### src/rtl/edfs_pkg.sv
`timescale 1ns / 1ps

package edfs_pkg;

    localparam int TASK_SLOTS_DEF = 8;
    localparam int TIME_BITS_DEF  = 32;

    localparam int CMD_W    = 2;
    localparam int INDEX_W  = 3;
    localparam int VAL16_W  = 16;
    localparam int COUNT_W  = 4;
    localparam int MASK_W   = 8;
    localparam int TICK_W   = 32;

    localparam logic [CMD_W-1:0] CMD_TICK  = 2'd0;
    localparam logic [CMD_W-1:0] CMD_LOAD  = 2'd1;
    localparam logic [CMD_W-1:0] CMD_STATS = 2'd2;
    localparam logic [CMD_W-1:0] CMD_NONE  = 2'd3;

    // saturating counter step
    function automatic logic [VAL16_W-1:0] sat_inc(input logic [VAL16_W-1:0] v);
        sat_inc = (v == '1) ? v : v + VAL16_W'(1);
    endfunction

endpackage

### src/rtl/edf_periodic_task_scheduler.sv
`timescale 1ns / 1ps
// Channel   Handshake            Word
// s_        s_valid / s_ready    command, task_index, task_period, task_burst
// m_        m_valid / m_ready    result_kind, tick report fields, statistics
// cfg_      cfg_valid/cfg_ready  task_count (always ready)
//
// A tick scans n = active task entries (clamped to TASK_SLOTS), then writes its result:
// one shared release/compare unit walks the task memory one entry per cycle.
// Load, stats and unknown commands go straight to the result state. s_ready is high only while idle.
// The result register frees the input side; a finished word waits there for m_ready.
// aresetn is synchronous; the task memory reads as zero until an entry is written.

module edf_periodic_task_scheduler #(
    parameter int TASK_SLOTS = edfs_pkg::TASK_SLOTS_DEF,
    parameter int TIME_BITS  = edfs_pkg::TIME_BITS_DEF
) (
    input  logic                         aclk,
    input  logic                         aresetn,

    input  logic                         cfg_valid,
    output logic                         cfg_ready,
    input  logic [edfs_pkg::COUNT_W-1:0] cfg_task_count,

    input  logic                         s_valid,
    output logic                         s_ready,
    input  logic [edfs_pkg::CMD_W-1:0]   s_command,
    input  logic [edfs_pkg::INDEX_W-1:0] s_task_index,
    input  logic [edfs_pkg::VAL16_W-1:0] s_task_period,
    input  logic [edfs_pkg::VAL16_W-1:0] s_task_burst,

    output logic                         m_valid,
    input  logic                         m_ready,
    output logic [edfs_pkg::CMD_W-1:0]   m_result_kind,
    output logic                         m_cpu_busy,
    output logic [edfs_pkg::INDEX_W-1:0] m_running_task,
    output logic                         m_job_completed,
    output logic [edfs_pkg::MASK_W-1:0]  m_missed_mask,
    output logic [edfs_pkg::TICK_W-1:0]  m_tick_time,
    output logic [edfs_pkg::VAL16_W-1:0] m_completed_jobs,
    output logic [edfs_pkg::VAL16_W-1:0] m_missed_jobs
);
    import edfs_pkg::*;

    localparam int IDX_W = (TASK_SLOTS > 1) ? $clog2(TASK_SLOTS) : 1;
    localparam int CNT_W = $clog2(TASK_SLOTS + 1);

    localparam logic [1:0] ST_IDLE = 2'd0;
    localparam logic [1:0] ST_SCAN = 2'd1;
    localparam logic [1:0] ST_OUT  = 2'd2;

    typedef struct packed {
        logic [VAL16_W-1:0]   period;
        logic [VAL16_W-1:0]   burst;
        logic [TIME_BITS-1:0] rel_time;
        logic [TIME_BITS-1:0] deadline;
        logic [VAL16_W-1:0]   remaining;
        logic [VAL16_W-1:0]   done_cnt;
        logic [VAL16_W-1:0]   miss_cnt;
    } entry_t;

    // task memory, one write and one registered read per cycle
    entry_t                mem [TASK_SLOTS];
    logic [TASK_SLOTS-1:0] vld_reg, vld_next;
    entry_t                rd_data_reg;
    logic                  rd_vld_reg;

    logic [1:0]           state_reg, state_next;
    logic [COUNT_W-1:0]   task_count_reg;
    logic [TIME_BITS-1:0] time_now_reg, time_now_next;
    logic [CMD_W-1:0]     cmd_reg, cmd_next;
    logic                 idx_ok_reg, idx_ok_next;
    logic [IDX_W-1:0]     idx_reg, idx_next;
    logic                 found_reg, found_next;
    logic [IDX_W-1:0]     best_idx_reg, best_idx_next;
    entry_t               best_reg, best_next;
    logic [MASK_W-1:0]    mask_reg, mask_next;

    logic                 m_valid_reg, m_valid_next;
    logic [CMD_W-1:0]     m_kind_reg, m_kind_next;
    logic                 m_busy_reg, m_busy_next;
    logic [INDEX_W-1:0]   m_run_reg, m_run_next;
    logic                 m_done_reg, m_done_next;
    logic [MASK_W-1:0]    m_mask_reg, m_mask_next;
    logic [TICK_W-1:0]    m_time_reg, m_time_next;
    logic [VAL16_W-1:0]   m_cjobs_reg, m_cjobs_next;
    logic [VAL16_W-1:0]   m_mjobs_reg, m_mjobs_next;

    logic                 rd_en;
    logic [IDX_W-1:0]     rd_addr;
    logic                 wr_en;
    logic [IDX_W-1:0]     wr_addr;
    entry_t               wr_data;

    logic                 s_fire;
    logic                 s_idx_ok;
    logic [IDX_W-1:0]     s_addr;
    logic [CNT_W-1:0]     n_cnt;
    logic                 scan_last;
    logic                 out_free;
    entry_t               ent, upd, fin;
    logic                 rel_hit;
    logic                 better;

    assign cfg_ready = 1'b1;
    assign s_ready   = (state_reg == ST_IDLE);
    assign s_fire    = s_valid && s_ready;
    assign s_idx_ok  = (32'(s_task_index) < 32'(TASK_SLOTS));
    assign s_addr    = IDX_W'(s_task_index);
    assign n_cnt     = (32'(task_count_reg) > 32'(TASK_SLOTS)) ? CNT_W'(TASK_SLOTS)
                                                               : CNT_W'(task_count_reg);
    assign scan_last = ((CNT_W'(idx_reg) + CNT_W'(1)) == n_cnt);
    assign out_free  = !m_valid_reg || m_ready;

    always_comb begin
        // release and compare unit, fed by the entry in the read register
        ent     = rd_vld_reg ? rd_data_reg : '0;
        rel_hit = (ent.rel_time == time_now_reg);
        upd     = ent;
        if (rel_hit) begin
            if (ent.remaining != '0) begin
                upd.miss_cnt = sat_inc(ent.miss_cnt);
            end
            upd.remaining = ent.burst;
            upd.rel_time  = ent.rel_time + TIME_BITS'(ent.period);
            upd.deadline  = time_now_reg + TIME_BITS'(ent.period);
        end
        better = (upd.remaining != '0) &&
                 (!found_reg || (upd.deadline < best_reg.deadline) ||
                  ((upd.deadline == best_reg.deadline) && (upd.period < best_reg.period)));

        fin = best_reg;
        fin.remaining = best_reg.remaining - VAL16_W'(1);
        if (best_reg.remaining == VAL16_W'(1)) begin
            fin.done_cnt = sat_inc(best_reg.done_cnt);
        end
    end

    always_comb begin
        state_next    = state_reg;
        time_now_next = time_now_reg;
        cmd_next      = cmd_reg;
        idx_ok_next   = idx_ok_reg;
        idx_next      = idx_reg;
        found_next    = found_reg;
        best_idx_next = best_idx_reg;
        best_next     = best_reg;
        mask_next     = mask_reg;
        vld_next      = vld_reg;

        rd_en   = 1'b0;
        rd_addr = '0;
        wr_en   = 1'b0;
        wr_addr = '0;
        wr_data = upd;

        m_valid_next = m_valid_reg && !m_ready;
        m_kind_next  = m_kind_reg;
        m_busy_next  = m_busy_reg;
        m_run_next   = m_run_reg;
        m_done_next  = m_done_reg;
        m_mask_next  = m_mask_reg;
        m_time_next  = m_time_reg;
        m_cjobs_next = m_cjobs_reg;
        m_mjobs_next = m_mjobs_reg;

        unique case (state_reg)
            ST_IDLE: begin
                if (s_fire) begin
                    cmd_next    = s_command;
                    idx_ok_next = s_idx_ok;
                    idx_next    = '0;
                    found_next  = 1'b0;
                    mask_next   = '0;
                    state_next  = ST_OUT;
                    unique case (s_command)
                        CMD_TICK: begin
                            rd_en   = 1'b1;
                            rd_addr = '0;
                            if (n_cnt != '0) begin
                                state_next = ST_SCAN;
                            end
                        end
                        CMD_LOAD: begin
                            if (s_idx_ok) begin
                                wr_en   = 1'b1;
                                wr_addr = s_addr;
                                wr_data = '{period:    s_task_period,
                                            burst:     s_task_burst,
                                            rel_time:  time_now_reg,
                                            deadline:  time_now_reg + TIME_BITS'(s_task_period),
                                            remaining: '0,
                                            done_cnt:  '0,
                                            miss_cnt:  '0};
                            end
                        end
                        CMD_STATS: begin
                            rd_en   = 1'b1;
                            rd_addr = s_addr;
                        end
                        default: ;
                    endcase
                end
            end

            ST_SCAN: begin
                if (rel_hit) begin
                    wr_en   = 1'b1;
                    wr_addr = idx_reg;
                    wr_data = upd;
                    if ((ent.remaining != '0) && (32'(idx_reg) < MASK_W)) begin
                        mask_next[3'(idx_reg)] = 1'b1;
                    end
                end
                if (better) begin
                    found_next    = 1'b1;
                    best_idx_next = idx_reg;
                    best_next     = upd;
                end
                if (scan_last) begin
                    state_next = ST_OUT;
                end else begin
                    rd_en    = 1'b1;
                    rd_addr  = idx_reg + IDX_W'(1);
                    idx_next = idx_reg + IDX_W'(1);
                end
            end

            ST_OUT: begin
                if (out_free) begin
                    m_valid_next = 1'b1;
                    m_kind_next  = cmd_reg;
                    m_busy_next  = 1'b0;
                    m_run_next   = '0;
                    m_done_next  = 1'b0;
                    m_mask_next  = '0;
                    m_time_next  = '0;
                    m_cjobs_next = '0;
                    m_mjobs_next = '0;
                    unique case (cmd_reg)
                        CMD_TICK: begin
                            if (found_reg) begin
                                wr_en       = 1'b1;
                                wr_addr     = best_idx_reg;
                                wr_data     = fin;
                                m_busy_next = 1'b1;
                                m_run_next  = 3'(best_idx_reg);
                                m_done_next = (best_reg.remaining == VAL16_W'(1));
                            end
                            m_mask_next   = mask_reg;
                            m_time_next   = TICK_W'(time_now_reg);
                            time_now_next = time_now_reg + TIME_BITS'(1);
                        end
                        CMD_STATS: begin
                            if (idx_ok_reg && rd_vld_reg) begin
                                m_cjobs_next = rd_data_reg.done_cnt;
                                m_mjobs_next = rd_data_reg.miss_cnt;
                            end
                        end
                        default: ;
                    endcase
                    state_next = ST_IDLE;
                end
            end

            default: state_next = ST_IDLE;
        endcase

        if (wr_en) begin
            vld_next[wr_addr] = 1'b1;
        end
    end

    always_ff @(posedge aclk) begin
        if (wr_en) begin
            mem[wr_addr] <= wr_data;
        end
        if (rd_en) begin
            rd_data_reg <= mem[rd_addr];
            rd_vld_reg  <= vld_reg[rd_addr];
        end
    end

    always_ff @(posedge aclk) begin
        if (!aresetn) begin
            state_reg      <= ST_IDLE;
            task_count_reg <= '0;
            time_now_reg   <= '0;
            vld_reg        <= '0;
            m_valid_reg    <= 1'b0;
        end else begin
            state_reg    <= state_next;
            time_now_reg <= time_now_next;
            vld_reg      <= vld_next;
            m_valid_reg  <= m_valid_next;
            if (cfg_valid && cfg_ready) begin
                task_count_reg <= cfg_task_count;
            end
        end
    end

    always_ff @(posedge aclk) begin
        cmd_reg      <= cmd_next;
        idx_ok_reg   <= idx_ok_next;
        idx_reg      <= idx_next;
        found_reg    <= found_next;
        best_idx_reg <= best_idx_next;
        best_reg     <= best_next;
        mask_reg     <= mask_next;
        m_kind_reg   <= m_kind_next;
        m_busy_reg   <= m_busy_next;
        m_run_reg    <= m_run_next;
        m_done_reg   <= m_done_next;
        m_mask_reg   <= m_mask_next;
        m_time_reg   <= m_time_next;
        m_cjobs_reg  <= m_cjobs_next;
        m_mjobs_reg  <= m_mjobs_next;
    end

    assign m_valid          = m_valid_reg;
    assign m_result_kind    = m_kind_reg;
    assign m_cpu_busy       = m_busy_reg;
    assign m_running_task   = m_run_reg;
    assign m_job_completed  = m_done_reg;
    assign m_missed_mask    = m_mask_reg;
    assign m_tick_time      = m_time_reg;
    assign m_completed_jobs = m_cjobs_reg;
    assign m_missed_jobs    = m_mjobs_reg;

endmodule
### config.mk
export PLATFORM = sky130hd
export DESIGN_NAME = edf_periodic_task_scheduler
export DESIGN_NICKNAME = d
export VERILOG_FILES = /design/src/rtl/edfs_pkg.sv /design/src/rtl/edf_periodic_task_scheduler.sv
export SDC_FILE = /design/constraint.sdc
export NUM_CORES = 2
export LEC_CHECK = 0
export BUFFER_PORTS_ARGS = -buffer_cell sky130_fd_sc_hd__buf_2
export CORE_MARGIN = 4
export CORE_UTILIZATION = 55
export DETAILED_ROUTE_END_ITERATION = 10
export HOLD_SLACK_MARGIN = 0.05
export PLACE_DENSITY = 0.68
export RECOVER_POWER = 100
export SETUP_SLACK_MARGIN = 0.1
export SYNTH_ARGS = -nofsm -noshare
export SYNTH_HDL_FRONTEND = slang
export SYNTH_SLANG_ARGS = --single-unit
### constraint.sdc
create_clock -name aclk -period 29.9 [get_ports aclk]
set_clock_uncertainty 0.05 [all_clocks]
set_input_delay 5.98 -clock aclk [delete_from_list [all_inputs] [get_ports aclk]]
set_output_delay 5.98 -clock aclk [all_outputs]
set_load 0.02 [all_outputs]
### Word level (Yosys, flattened, before mapping)

Memory sizes are Yosys's and may differ from the RTL's. A register that Yosys moved wholly into a read port is not among the register bits.
Index checks and enable logic that the tools add are counted.

| operators by class | value |
|---|---|
| equal/unequal tests | 18 |
| reduce and logical (&&, ||, !) cells | 30 |
| multiplexer cells | 62 |
| bitwise gates (word level) | 2 |
| magnitude comparators | 8 |
| $add $sub $neg | 9 |

Operators by type and width:

| kind | number |
|---|---|
| 144-bit two-way mux | 6 |
| 144-bit case mux with 2 select lines | 1 |
| 32-bit by 16-bit adder with 32-bit output | 3 |
| 16-bit two-way mux | 5 |
| 80-bit two-way mux | 1 |
| 32-bit equality test | 2 |
| 3-bit two-way mux | 11 |
| 16-bit by 1-bit adder with 16-bit output (second input constant) | 2 |
| 32-bit by 1-bit adder with 32-bit output (second input constant) | 1 |
| 16-bit equality test (second input constant) | 2 |
| 32-bit less-than comparator | 1 |
| 16-bit nonzero test | 2 |
| 8-bit two-way mux | 3 |
| 1-bit two-way mux | 18 |
| 16-bit by 1-bit equality test with 1-bit output (second input constant) | 1 |
| 16-bit less-than comparator | 1 |
| 8-bit OR | 2 |
| 8-bit case mux with 2 select lines | 1 |
| 16-bit by 1-bit subtractor with 16-bit output (second input constant) | 1 |
| 3-bit by 4-bit less-than comparator with 1-bit output (second input constant) | 3 |
| 2-bit inequality test (second input constant) | 6 |
| 3-bit case mux with 2 select lines | 2 |
| 3-bit AND reduction | 4 |
| 2-bit two-way mux | 5 |
| other kinds (24) | 45 |

| word-level totals | value |
|---|---|
| bits in writable memories | 1152 |
| word-level logic and storage cells | 156 |
| bits of input ports | 46 |
| memories kept | 1 |
| flip-flop bits (word level) | 288 |
| output and inout bits | 82 |

Memory list:

| name | depth | bits a word | read ports | clocked after Yosys merged registers in | wr ports | line | text |
|---|---|---|---|---|---|---|---|
| mem | 8 | 144 | 1 | 1 | 1 | edf_periodic_task_scheduler.sv:62 | `entry_t mem [TASK_SLOTS];` |

### Depth between registers and ports, before layout

| logic depth | value |
|---|---|
| depth in word-level cells | 9 |
| gate-level depth with buffers | 30 |
| depth with buffers taken out | 23 |

### Least setup slack after synthesis

Ideal clock, no wire load.

| timing path | value |
|---|---|
| kind | input port to flip-flop |
| from | input m_ready |
| to | memory mem[4][0] (netlist name) (enable) |
| stages on the path | 5 |
| buffers on the path | 0 |
| slack | 11.378 ns |
| data required time | 28.990 ns |
| setup time | 0.860 ns |
| arrival | 17.612 ns |
| path through | nand2b_1 > nand2_1 > nor2_1 > a222oi_1 > nor3b_1 |

| between the ends | value |
|---|---|
| word-level cells in the longest chain between the ends | 5 |
| elaborated cells between the ends (all ways) | 7 |
| classes of those cells | 6 x mux; 1 x reduce/logical |

RTL lines:

| item | line | text |
|---|---|---|
| start, declared | edf_periodic_task_scheduler.sv:32 | `input logic m_ready,` |
| 1-bit logical OR * | edf_periodic_task_scheduler.sv:112 | `assign out_free = !m_valid_reg \|\| m_ready;` |
| 1-bit two-way mux | edf_periodic_task_scheduler.sv:229 | `if (out_free) begin` |
| 1-bit case mux with 3 select lines | edf_periodic_task_scheduler.sv:166 | `unique case (state_reg)` |
| 1-bit two-way mux | edf_periodic_task_scheduler.sv:274 | `if (wr_en) begin` |
| 1-bit two-way mux (implied by the code) | edf_periodic_task_scheduler.sv:275 | `mem[wr_addr] <= wr_data;` |
| end, declared | edf_periodic_task_scheduler.sv:62 |  |

Mark *: on every way between the ends. The rest lies on a longest branch, timed or not.

### Final worst setup path

| timing path | value |
|---|---|
| from | register rd_vld_reg |
| to | memory mem[4][59] (netlist name) (enable) |

| between the ends | value |
|---|---|
| word-level cells in the longest chain between the ends | 6 |
| elaborated cells between the ends (all ways) | 8 |
| classes of those cells | 1 x eq/ne; 7 x mux |

RTL lines:

| item | line | text |
|---|---|---|
| start, declared | edf_periodic_task_scheduler.sv:65 | `logic rd_vld_reg;` |
| start signal, assigned | edf_periodic_task_scheduler.sv:279 | `rd_vld_reg <= vld_reg[rd_addr];` |
| 144-bit two-way mux * | edf_periodic_task_scheduler.sv:116 | `ent = rd_vld_reg ? rd_data_reg : '0;` |
| 32-bit equality test * | edf_periodic_task_scheduler.sv:117 | `rel_hit = (ent.rel_time == time_now_reg);` |
| 1-bit two-way mux | edf_periodic_task_scheduler.sv:206 | `if (rel_hit) begin` |
| 1-bit case mux with 3 select lines | edf_periodic_task_scheduler.sv:166 |  |
| 1-bit two-way mux | edf_periodic_task_scheduler.sv:274 |  |
| 1-bit two-way mux (implied by the code) | edf_periodic_task_scheduler.sv:275 |  |

Marks and branches as above.

==> results.py <==
metrics = {
    "yosys": {
        "synth-edff-count": 1537,
        "dominantRegCellSynth": "edfxtp_1",
        "synth_area_leaders": "edfxtp_1 68%, mux2i_1 7.1%, nand2_1 3.0%, a32o_1 2.1%, a221oi_1 1.9%",
        "syn_nets": 4888,
        "ys_top_cells_by_count": "1,537 x edfxtp_1, 543 x nand2_1, 488 x mux2i_1, 207 x nor2_1, 156 x clkbuf_1",
        "syn_avg_cell_area_sq_um": 14.4,
        "yosysMostFrequentCell": "edfxtp_1",
        "ys_types": 87,
        "syn_area_sq_um": 68300,
        "synth.yosys.seq_area_share_pct": 68.9,
        "ys_ff_latch": 1584,
        "synthArstFlopShare_pct": 0,
        "synth_warnings": 0,
        "synth_top_area_cell": "edfxtp_1",
        "syn_inst": 4752,
        "synthDominantCellAreaShare_pct": 67.5,
    },
    "timing": {
        "slew_viol_final": 1931,
        "slew_headroom_pct": -562,
        "setup_violations": 0,
        "hold_slack_ps": 418,
        "finalSetupTns_ps": 0,
        "period_share_pct": 65.9,
        "rsz0062_at_grt": "no",
        "hold_viol": 0,
        "worst_slew_pin_slew_ps": 9930,
        "period_needed_ps": 19700,
        "worst_slack_ps": 10200,
        "max_freq_mhz": 50.8,
    },
    "hold_path": {
        "worstHoldStart": "vld_reg[2]",
        "hold_class": "reg2reg",
        "whs_endpoint": "vld_reg[2]",
        "whs_path_depth": 1,
    },
    "placed_design": {
        "pre_cts_slack_ps": 18310,
        "dpl-instance-area_sq_um": 70600,
        "port_buffers": 126,
        "dp_hpwl_microns": 102000,
        "gp_congestion": 0.883,
    },
    "outcome": {
        "violations": "max-capacitance violations, max-slew violations",
        "status": "finished with violations",
    },
    "clock_tree": {
        "clock_latency_ps": 810,
        "clock_tree.buffer_depth": 3,
        "cts_setup_buffers": 0,
        "cts_root_buf": "clkbuf_16",
        "numClockSinks": 1584,
        "cts_tree": "done",
        "path_clk_slew_ps": 60,
        "postCtsHoldBufs": 0,
        "htree_levels": 4,
        "cts_buffers": 161,
        "cts_resized": 0,
    },
    "grt": {
        "antenna_found_initial": 3,
        "grt_max_degree": 147,
        "grt-busiest-layer": "met2",
        "grt_pass1_vias": 40700,
        "grt_use_met3_pct": 5.14,
        "track_usage_pct": 26.7,
        "grt-ovfl-total": 0,
        "grtUsageMet2_pct": 42.0,
        "grt_pass1_wl_microns": 262000,
        "gr-usage-met1_pct": 38.6,
    },
    "critical_path": {
        "critPathLaunchType": "flop",
        "critical_path_buf_inv_count": 5,
        "critPathTopFamily": "buffers and inverters",
        "worstSetupEndpointType": "flop",
        "crit_top_cell": "clkbuf_1",
        "rr_startpoint": "rd_vld_reg",
        "crit_required_ps": 30150,
        "worstReg2RegEnd": "mem[4][59]",
        "path_cells": "clkbuf_1, clkbuf_1, nand2_1, or4b_1, a32oi_1, nand4_1, nor2_1, a21oi_1, a221o_1, nor3b_1, clkbuf_1, clkbuf_1, clkbuf_1",
        "cp.arrival_ps": 19940,
        "worstSetupPathType": "reg2reg",
        "rr_worst_depth": 13,
        "critPathMaxStageDelay_ps": 4900,
        "worst_path_max_delay_cell": "clkbuf_1",
        "reg2reg_slack_ps": 10200,
        "cp_max_fo": 146,
    },
    "die": {
        "die_w_microns": 360,
        "die_h_microns": 360,
        "start_util_pct": 55.3,
        "dieArea_sq_um": 130000,
        "core_sq_um": 123000,
        "io-pin-count": 128,
        "core.rowCount": 129,
    },
    "cells_and_area": {
        "areaGrowthSynthToFinish_pct": 9.98,
        "layout-drive-gt1-share_pct": 6.78,
        "largest_reg_flops": 1152,
        "fillers": 9316,
        "final_nets": 4963,
        "utilization_pct": 60.9,
        "finalInstanceArea_sq_um": 75200,
    },
    "drt": {
        "vias_per_cell": 6.38,
        "vias": 42100,
        "antenna_left": 0,
        "wl_per_cell_microns": 26.8,
        "totalWireLength_microns": 177000,
        "drcViolationCount": 0,
        "drtPass1Iterations": 6,
        "drt_first_iter_violations": 4709,
    },
    "flow_run": {
        "drv_cap": 42,
    },
    "power": {
        "p_clk_share_pct": 40.2,
        "powerDensity_nw_per_um2": 64.2,
        "netSwitchingFraction_pct": 22.8,
        "p_comb_share_pct": 6.8,
        "vdd_drop_max_mv": 0.0606,
        "p_leak_nw": 27.8,
        "p_int_mw": 3.72,
        "power_frac_seq_pct": 53.0,
        "switchingPower_mw": 1.10,
    },
}
## layer usage
metal,up-vias,routed length [microns]
met5,-,0
met4,0,4260
met3,309,16900
met2,2071,81600
met1,21200,74100
li1,18500,-
## power groups by stage
stage / sequential [mW] / combinational (mW) / clock, mW
after floorplan: 2.60 / 0.211 / 0
after global placement: 2.60 / 0.321 / 0
after detailed placement: 2.60 / 0.329 / 0
after CTS: 2.55 / 0.330 / 1.96
after global routing: 2.56 / 0.354 / 2.06
final: 2.56 / 0.328 / 1.94
## placed cells by master, fill, tap and decap left out, types with 18 or more instances in the layout
master,n
clkinv_2,29
nand2_1,544
nor4_1,21
a222oi_1,26
xor2_1,69
nand3_1,67
ha_1,89
xnor2_1,99
a31oi_1,20
a32oi_1,29
a22oi_1,34
clkbuf_16,166
a21o_1,43
and3_1,30
dfxtp_1,47
edfxtp_1,1537
buf_2,41
and2_0,81
a32o_1,146
a211oi_1,18
clkinv_1,41
clkbuf_1,165
a22o_1,21
nor3_1,48
a21oi_1,88
inv_1,115
a221oi_1,147
o21ai_0,133
nor2_1,202
mux2i_1,488
and2_1,43
buf_4,37
nand4_1,52
## worst max-delay path by stage
stage | cells after the start | end | slack (ps) | startpoint
after floorplan | 5 | mem[4][0] | 11380 | m_ready
after CTS | 11 | rd_data_reg[115] | 19160 | s_valid
after detailed placement | 11 | rd_data_reg[115] | 18310 | s_valid
final | 13 | mem[4][59] | 10200 | rd_vld_reg
after global routing | 13 | mem[4][59] | 9460 | rd_vld_reg
after global placement | 11 | rd_data_reg[40] | 18560 | s_valid
## metrics by stage
step | cells | power, mW
6_report | 6597 | 4.82
5_1_grt | 6595 | 4.98
4_1_cts | 6595 | 4.84
3_5_place_dp | 6301 | 2.92
3_3_place_gp | 6301 | 2.92
2_1_floorplan | 4752 | 2.81
## worst register-to-register path, cell delays in order, from the launching register on
cell,delay [ps]
edfxtp_1,320
clkbuf_1,2190
clkbuf_1,4920
nand2_1,1200
or4b_1,870
a32oi_1,280
nand4_1,590
nor2_1,650
a21oi_1,130
a221o_1,350
nor3b_1,280
clkbuf_1,2470
clkbuf_1,2080
clkbuf_1,2780
## cells by family after synthesis
| group | Yosys count | share of synthesized area [%] |
|---|---|---|
| DFF | 1584 | 68.9 |
| and+or+nand+nor | 1170 | 8.02 |
| AOI/OAI and AO/OA | 819 | 9.32 |
| muxes | 493 | 7.23 |
| buffers and inverters | 418 | 2.55 |
| xor gates and xnor gates | 168 | 2.15 |
| adders and majority gates | 99 | 1.79 |
| other | 1 | 0.00549 |
## layout make-up
cell class | instances | area (sq um) | share of cell area (%)
flip-flops and latches | 1584 | 47100 | 62.7
multi-input cells | 2750 | 19500 | 25.9
clock buffers | 201 | 4290 | 5.70
well taps | 1637 | 2050 | 2.73
repair buffers | 211 | 1030 | 1.37
clock inverters | 93 | 771 | 1.03
inverters | 119 | 448 | 0.596
diodes | 2 | 5.00 | 0.00666
No activity file was read; power rests on OpenSTA's default activity.
